### config.mk
export PLATFORM = sky130hd
export DESIGN_NAME = fraction_compare_euclid
export DESIGN_NICKNAME = d
export VERILOG_FILES = /design/src/rtl/core/fce_pkg.sv /design/src/rtl/core/fce_datapath.sv /design/src/rtl/core/fce_ctrl.sv /design/src/rtl/core/fraction_compare_euclid.sv
export SDC_FILE = /design/constraint.sdc
export NUM_CORES = 1
export LEC_CHECK = 0
export BUFFER_PORTS_ARGS = -buffer_cell sky130_fd_sc_hd__buf_2
export CAP_MARGIN = 20
export CELL_PAD_IN_SITES_DETAIL_PLACEMENT = 0
export CELL_PAD_IN_SITES_GLOBAL_PLACEMENT = 1
export CORE_UTILIZATION = 45
export DETAILED_ROUTE_END_ITERATION = 12
export HOLD_SLACK_MARGIN = 0.03
export PLACE_DENSITY_LB_ADDON = 0.12
export SYNTH_ARGS = -nofsm -noshare
export SYNTH_HDL_FRONTEND = slang
export SYNTH_SLANG_ARGS = --single-unit
### constraint.sdc
create_clock -name clk -period 14 [get_ports clk]
set_input_delay 0 -clock clk [delete_from_list [all_inputs] [get_ports clk]]
set_output_delay 0 -clock clk [all_outputs]
set_load 0.05 [all_outputs]
### src/rtl/core/fce_pkg.sv
// Package for the fraction comparator: datapath command and status types.
package fce_pkg;

  // Commands from the controller to the datapath
  typedef struct packed {
    logic load;     // capture operands
    logic div_go;   // start both serial divisions
    logic swap;     // replace p,q by q,rem and r,s by s,rem; flip sense
  } fce_cmd_t;

  // Status from the datapath to the controller
  typedef struct packed {
    logic bad;      // a denominator is zero
    logic div_done; // both divisions finished
    logic quo_ne;   // quotients differ
    logic quo_lt;   // left quotient below right quotient
    logic rem_l_z;  // left remainder zero
    logic rem_r_z;  // right remainder zero
    logic flipped;  // current comparison sense is inverted
  } fce_sts_t;

endpackage

### src/rtl/core/fce_datapath.sv
// Datapath: operand registers and two bit-serial restoring dividers.
module fce_datapath import fce_pkg::*; #(
  parameter int WIDTH = 64
) (
  input  logic             clk,
  input  logic [WIDTH-1:0] num_left,
  input  logic [WIDTH-1:0] den_left,
  input  logic [WIDTH-1:0] num_right,
  input  logic [WIDTH-1:0] den_right,
  input  fce_cmd_t         cmd,
  output fce_sts_t         sts
);
  localparam int CW = $clog2(WIDTH + 1);

  logic [WIDTH-1:0] q_l, q_r;           // denominators
  logic [WIDTH-1:0] quo_l, quo_r;       // dividend shifts into quotient
  logic [WIDTH:0]   rem_l, rem_r;       // partial remainders
  logic [CW-1:0]    cnt;
  logic             busy;
  logic             flipped;

  logic [WIDTH:0] sh_l, sh_r, df_l, df_r;

  // One restoring step per cycle for each side
  always_comb begin
    sh_l = {rem_l[WIDTH-1:0], quo_l[WIDTH-1]};
    sh_r = {rem_r[WIDTH-1:0], quo_r[WIDTH-1]};
    df_l = sh_l - {1'b0, q_l};
    df_r = sh_r - {1'b0, q_r};
  end

  always_ff @(posedge clk) begin
    if (cmd.load) begin
      quo_l   <= num_left;
      q_l     <= den_left;
      quo_r   <= num_right;
      q_r     <= den_right;
      flipped <= 1'b0;
      busy    <= 1'b0;
    end else if (cmd.div_go) begin
      rem_l <= '0;
      rem_r <= '0;
      cnt   <= CW'(WIDTH);
      busy  <= 1'b1;
    end else if (cmd.swap) begin
      // next round divides old denominator by the remainder
      quo_l   <= q_l;
      quo_r   <= q_r;
      q_l     <= rem_l[WIDTH-1:0];
      q_r     <= rem_r[WIDTH-1:0];
      flipped <= ~flipped;
    end else if (busy) begin
      rem_l <= df_l[WIDTH] ? sh_l : df_l;
      rem_r <= df_r[WIDTH] ? sh_r : df_r;
      quo_l <= {quo_l[WIDTH-2:0], ~df_l[WIDTH]};
      quo_r <= {quo_r[WIDTH-2:0], ~df_r[WIDTH]};
      cnt   <= cnt - CW'(1);
      if (cnt == CW'(1)) busy <= 1'b0;
    end
  end

  assign sts.bad      = (q_l == '0) || (q_r == '0);
  assign sts.div_done = ~busy;
  assign sts.quo_ne   = quo_l != quo_r;
  assign sts.quo_lt   = quo_l < quo_r;
  assign sts.rem_l_z  = rem_l == '0;
  assign sts.rem_r_z  = rem_r == '0;
  assign sts.flipped  = flipped;
endmodule

### src/rtl/core/fce_ctrl.sv
// Controller: sequences the Euclid rounds and holds the result register.
module fce_ctrl import fce_pkg::*; (
  input  logic     clk,
  input  logic     rst,
  input  logic     in_valid,
  output logic     in_stall,
  output logic     out_valid,
  input  logic     out_stall,
  output logic     is_less,
  output logic     is_equal,
  output logic     bad_operand,
  output fce_cmd_t cmd,
  input  fce_sts_t sts
);
  typedef enum logic [4:0] {
    S_IDLE  = 5'b00001,
    S_CHECK = 5'b00010,
    S_START = 5'b00100,
    S_DIV   = 5'b01000,
    S_EVAL  = 5'b10000
  } state_t;

  state_t state, state_next;
  logic   res_load, res_less, res_eq, res_bad;

  // Accept a new request only when idle and the result slot is free
  assign in_stall = !(state == S_IDLE) || out_valid;

  always_comb begin
    state_next = state;
    cmd        = '0;
    res_load   = 1'b0;
    res_less   = 1'b0;
    res_eq     = 1'b0;
    res_bad    = 1'b0;
    unique case (state)
      S_IDLE: begin
        if (in_valid && !in_stall) begin
          cmd.load   = 1'b1;
          state_next = S_CHECK;
        end
      end
      S_CHECK: begin
        if (sts.bad) begin
          res_load   = 1'b1;
          res_bad    = 1'b1;
          state_next = S_IDLE;
        end else begin
          state_next = S_START;
        end
      end
      S_START: begin
        cmd.div_go = 1'b1;
        state_next = S_DIV;
      end
      S_DIV: begin
        if (sts.div_done) state_next = S_EVAL;
      end
      S_EVAL: begin
        // quotients differ, or a remainder ends the walk
        if (sts.quo_ne) begin
          res_load   = 1'b1;
          res_less   = sts.quo_lt ^ sts.flipped;
          state_next = S_IDLE;
        end else if (sts.rem_l_z || sts.rem_r_z) begin
          res_load   = 1'b1;
          res_eq     = sts.rem_l_z && sts.rem_r_z;
          res_less   = !res_eq && (sts.rem_l_z ^ sts.flipped);
          state_next = S_IDLE;
        end else begin
          cmd.swap   = 1'b1;
          state_next = S_START;
        end
      end
      default: state_next = S_IDLE;
    endcase
  end

  always_ff @(posedge clk) begin
    if (rst) begin
      state     <= S_IDLE;
      out_valid <= 1'b0;
    end else begin
      state <= state_next;
      if (res_load) out_valid <= 1'b1;
      else if (!out_stall) out_valid <= 1'b0;
    end
  end

  always_ff @(posedge clk) begin
    if (res_load) begin
      is_less     <= res_less;
      is_equal    <= res_eq;
      bad_operand <= res_bad;
    end
  end
endmodule

### src/rtl/core/fraction_compare_euclid.sv
// Exact comparison of two nonnegative fractions by continued-fraction walk.
// One request at a time. After a request is taken, the check state tests the
// denominators; then each Euclid round runs through start, WIDTH restoring
// steps (one serial divider per fraction, both in step), done and evaluate.
// A walk takes up to about 93 rounds for 64-bit operands in the worst case; on
// a zero denominator the result is loaded straight from the check, with no rounds.
// Operand bits above WIDTH are ignored. The result stays until taken and a
// new request waits for it, so no request is taken while a result is pending.
module fraction_compare_euclid import fce_pkg::*; #(
  parameter int WIDTH = 64
) (
  input  logic        clk,
  input  logic        rst,
  input  logic        in_valid,
  output logic        in_stall,
  input  logic [63:0] num_left,
  input  logic [63:0] den_left,
  input  logic [63:0] num_right,
  input  logic [63:0] den_right,
  output logic        out_valid,
  input  logic        out_stall,
  output logic        is_less,
  output logic        is_equal,
  output logic        bad_operand
);
  fce_cmd_t cmd;
  fce_sts_t sts;

  fce_datapath #(.WIDTH(WIDTH)) u_dp (
    .clk(clk),
    .num_left(num_left[WIDTH-1:0]),
    .den_left(den_left[WIDTH-1:0]),
    .num_right(num_right[WIDTH-1:0]),
    .den_right(den_right[WIDTH-1:0]),
    .cmd(cmd),
    .sts(sts)
  );

  fce_ctrl u_ctrl (
    .clk(clk), .rst(rst),
    .in_valid(in_valid), .in_stall(in_stall),
    .out_valid(out_valid), .out_stall(out_stall),
    .is_less(is_less), .is_equal(is_equal), .bad_operand(bad_operand),
    .cmd(cmd), .sts(sts)
  );
endmodule

==> metrics.md <==
| Metric | Value |
|---|---|
| Post-synthesis net count | `3720` |
| Pwr dens | `183 mW/mm^2` |
| Final Core Density | `55.0%` |
| Synthesis-to-layout area growth | `20.5%` |
| CTS max path bufs | `3` |
| Synth top area share | `41.2%` |
| Unrepaired setup endpoints after global routing | `no` |
| Cell row count | `92` |
| Min cycle time layout | `5.35 ns` |
| Met1 WL | `43400 um` |
| Syn Inst Count | `3264` |
| Worst Setup Path Type | `reg2reg` |
| Final WL | `100000 um` |
| GPL Wtd Cong | `1.00` |
| Worst skew pair latency | `0.62 ns` |
| Rel. slew slack | `24.7%` |
| Largest net degree at the start of global routing | `119` |
| Distinct cell type count after synthesis | `83` |
| Final period utilization | `38.2%` |
| CTS tree | `yes` |
| Via density | `5.73` |
| Fmax | `0.187 GHz` |
| Gr ovfl total | `0` |
| Critical path required time | `14.23 ns` |
| Setup WS post-layout | `8.65 ns` |
| Met3 wire len | `6120 um` |
| DR top layer | `met5` |
| H-tree Lvls | `2` |
| Yosys reg bits | `404` |
| Final #Nets | `4154` |
| Sequential-to-total area share from yosys stat | `41.7%` |
| Clock Tree Root | `clkbuf_16` |
| Max Clock Skew | `0.0226 ns` |
| Final Cell Area | `0.0348 sq mm` |
| Filler Cell Count | `5797` |
| Iter 0 DRT Violations | `2158` |
| Initial Util | `45.6%` |
| CP arrival | `5.57 ns` |
| Final hold slack | `0.169 ns` |
| Ys async rst share | `0%` |
| Final setup violation count | `0` |
| Core area | `0.0633 sq mm` |
| Max-cap violation count | `0` |
| I/O Pins | `265` |
| Hold Fails Final Rpt | `0` |
| Port Buffers | `264` |
| Area leader, netlist | `edfxtp_1` |
| Worst-path clk slew | `0.06 ns` |
| Pre-antenna DRT Iters | `6` |
| Detail Route Antenna Nets | `0` |
| Die extent in x | `255 um` |
| Synthesized area | `0.0289 sq mm` |
| Largest fanout on the critical path | `67` |
| DR vias | `26200` |
| Setup TNS | `0 ns` |
| Dpl hpwl | `74200 um` |
| Yosys warns | `0` |
| Die H | `255 um` |
| Initial antenna violation count | `1` |
| Status | `finished, final reports clean` |
| Least-Margin Pin Slew | `1.13 ns` |
| Max VDD drop | `94.3 uV` |
| Top post-synthesis cells by area | `edfxtp_1, nand2_1, ha_1` |
| Worst hold path type | `in2reg` |
| Main flop type after synthesis | `edfxtp_1` |
| Met2 wire length | `46500 um` |
| Post-Syn Area per Cell | `8.85 sq um` |
| DR WL/cell | `21.9 um` |
| Residual DRC | `0` |
| Placed Instance Area | `0.0308 sq mm` |
| Die Area | `0.0652 sq mm` |
| Max-slew violation count | `0` |
| Diode count | `0` |
| Crit start category | `register` |
| Sink Count | `404` |
| GRT Total Usage | `30.1%` |
| Share of layout cells above drive strength 1 | `10.6%` |
| Setup WS pre-CTS | `8.56 ns` |
| Post-synth EDFFs | `396` |
| Post-CTS setup buffers | `0` |
| First-pass GRT wire length | `153000 um` |
| Vias in the first global route | `26100` |
| Leakage dissipation | `0.0154 uW` |
| Crit path capture type | `register` |
| TritonCTS buffer count | `47` |
[power by group]
part	internal, uW	switching, uW	total (uW)
Sequential	1890	344	2230
Combinational	1130	1810	2940
Clock	662	533	1200
[through the flow]
stage,total power (uW),std cells
after floorplan,4240,3264
after global placement,5030,4236
after global routing,6790,4581
final,6370,4581
after detailed placement,5090,4236
after CTS,6360,4580
[state kept, by name, indices dropped and copies added (netlist names), 5 cells and up]
name and count:
u_dp.rem_r 65, u_dp.cnt 7, u_dp.q_l 64, u_dp.rem_l 65
u_dp.quo_l 64, u_dp.q_r 64, u_dp.quo_r 64, u_ctrl.state 5
[synth_stat cells (8+ instances only)]
library cell / count
xor2_1: 40
nand2b_1: 8
o21bai_1: 29
nand4_1: 71
buf_2: 24
nor3_1: 45
nand3_1: 31
and3_1: 18
edfxtp_1: 396
xnor2_1: 77
o21ai_0: 231
o211ai_1: 10
mux2i_1: 184
nor2b_1: 11
nor4_1: 73
nand2_1: 739
a31oi_1: 18
a21o_1: 108
a21boi_0: 11
a21oi_1: 221
inv_1: 224
nand3b_1: 13
ha_1: 194
a211oi_1: 18
dfxtp_1: 8
clkbuf_1: 113
o21a_1: 16
and2_1: 11
nor2_1: 191
[timing repair]
action,in CTS,in global routing
gates resized for setup,0,0
endpoints found under the hold margin,262,0
hold buffers,258,0
[metal layers]
layer / global-route usage (%) / up-vias
li1: - / 12500
met1: 40.4 / 12600
met2: 49.0 / 923
met3: 3.57 / 193
met4: 13.1 / 2
met5: 0 / -
[area by class of cell]
class | count | area (sq um) | area share, %
timing repair buffer | 539 | 4050 | 11.6
clock buffer | 60 | 1280 | 3.66
multi-input combinational | 2482 | 15400 | 44.2
inverter | 224 | 841 | 2.41
tap | 846 | 1060 | 3.04
sequential | 404 | 12100 | 34.6
clock inverter | 26 | 171 | 0.492
[placed cells by master (no fill, tap or decap), types with 7 or more instances in the layout]
cell type	n
a211oi_1	18
a21boi_0	11
a21o_1	107
a21oi_1	221
a31oi_1	18
and2_1	10
and3_1	17
buf_2	264
buf_4	16
clkbuf_1	9
clkbuf_16	48
clkinv_1	8
clkinv_2	11
dfxtp_1	8
dlygate4sd3_1	258
edfxtp_1	396
ha_1	194
inv_1	224
mux2i_1	184
nand2_1	737
nand2b_1	8
nand3_1	30
nand3b_1	13
nand4_1	71
nor2_1	189
nor2b_1	11
nor3_1	45
nor4_1	73
o2111ai_1	7
o211ai_1	10
o21a_1	16
o21ai_0	231
o21bai_1	29
o31ai_1	7
or2_2	7
xnor2_1	77
xor2_1	40
[critical path, stage by stage, from the launching register on]
cell and delay (ns):
edfxtp_1 0.42, ha_1 0.33, nand4_1 0.12, nor4_1 0.72, nand4_1 0.17, nor3_1 0.46, nand3_4 0.32, nand2_4 0.85
a21o_4 0.74, buf_4 0.76
[path summary, 6_finish.rpt]
kind	start	slack, ns	end	cells after the start
worst max-delay path	u_dp.quo_l[23]	8.65	u_dp.quo_r[13]	9
worst min-delay path	den_left[28]	0.17	u_dp.q_l[28]	4
worst max register to register	u_dp.quo_l[23]	8.65	u_dp.quo_r[13]	9
worst min register to register	u_ctrl.state[3]	0.54	u_ctrl.state[4]	2
[logic make-up (layout without fill, tap and decap cells)]
| family | count (synthesis) | in the layout | share of synthesized area (%) |
|---|---|---|---|
| fa+ha+maj | 196 | 196 | 8.54 |
| buf+inv | 378 | 849 | 5.29 |
| mux | 186 | 186 | 6.45 |
| xor+xnor | 117 | 117 | 3.55 |
| simple gates | 1233 | 1233 | 18.4 |
| compound gates | 750 | 750 | 16.0 |
| flops | 404 | 404 | 41.7 |
(Power assumes the default switching activity.)
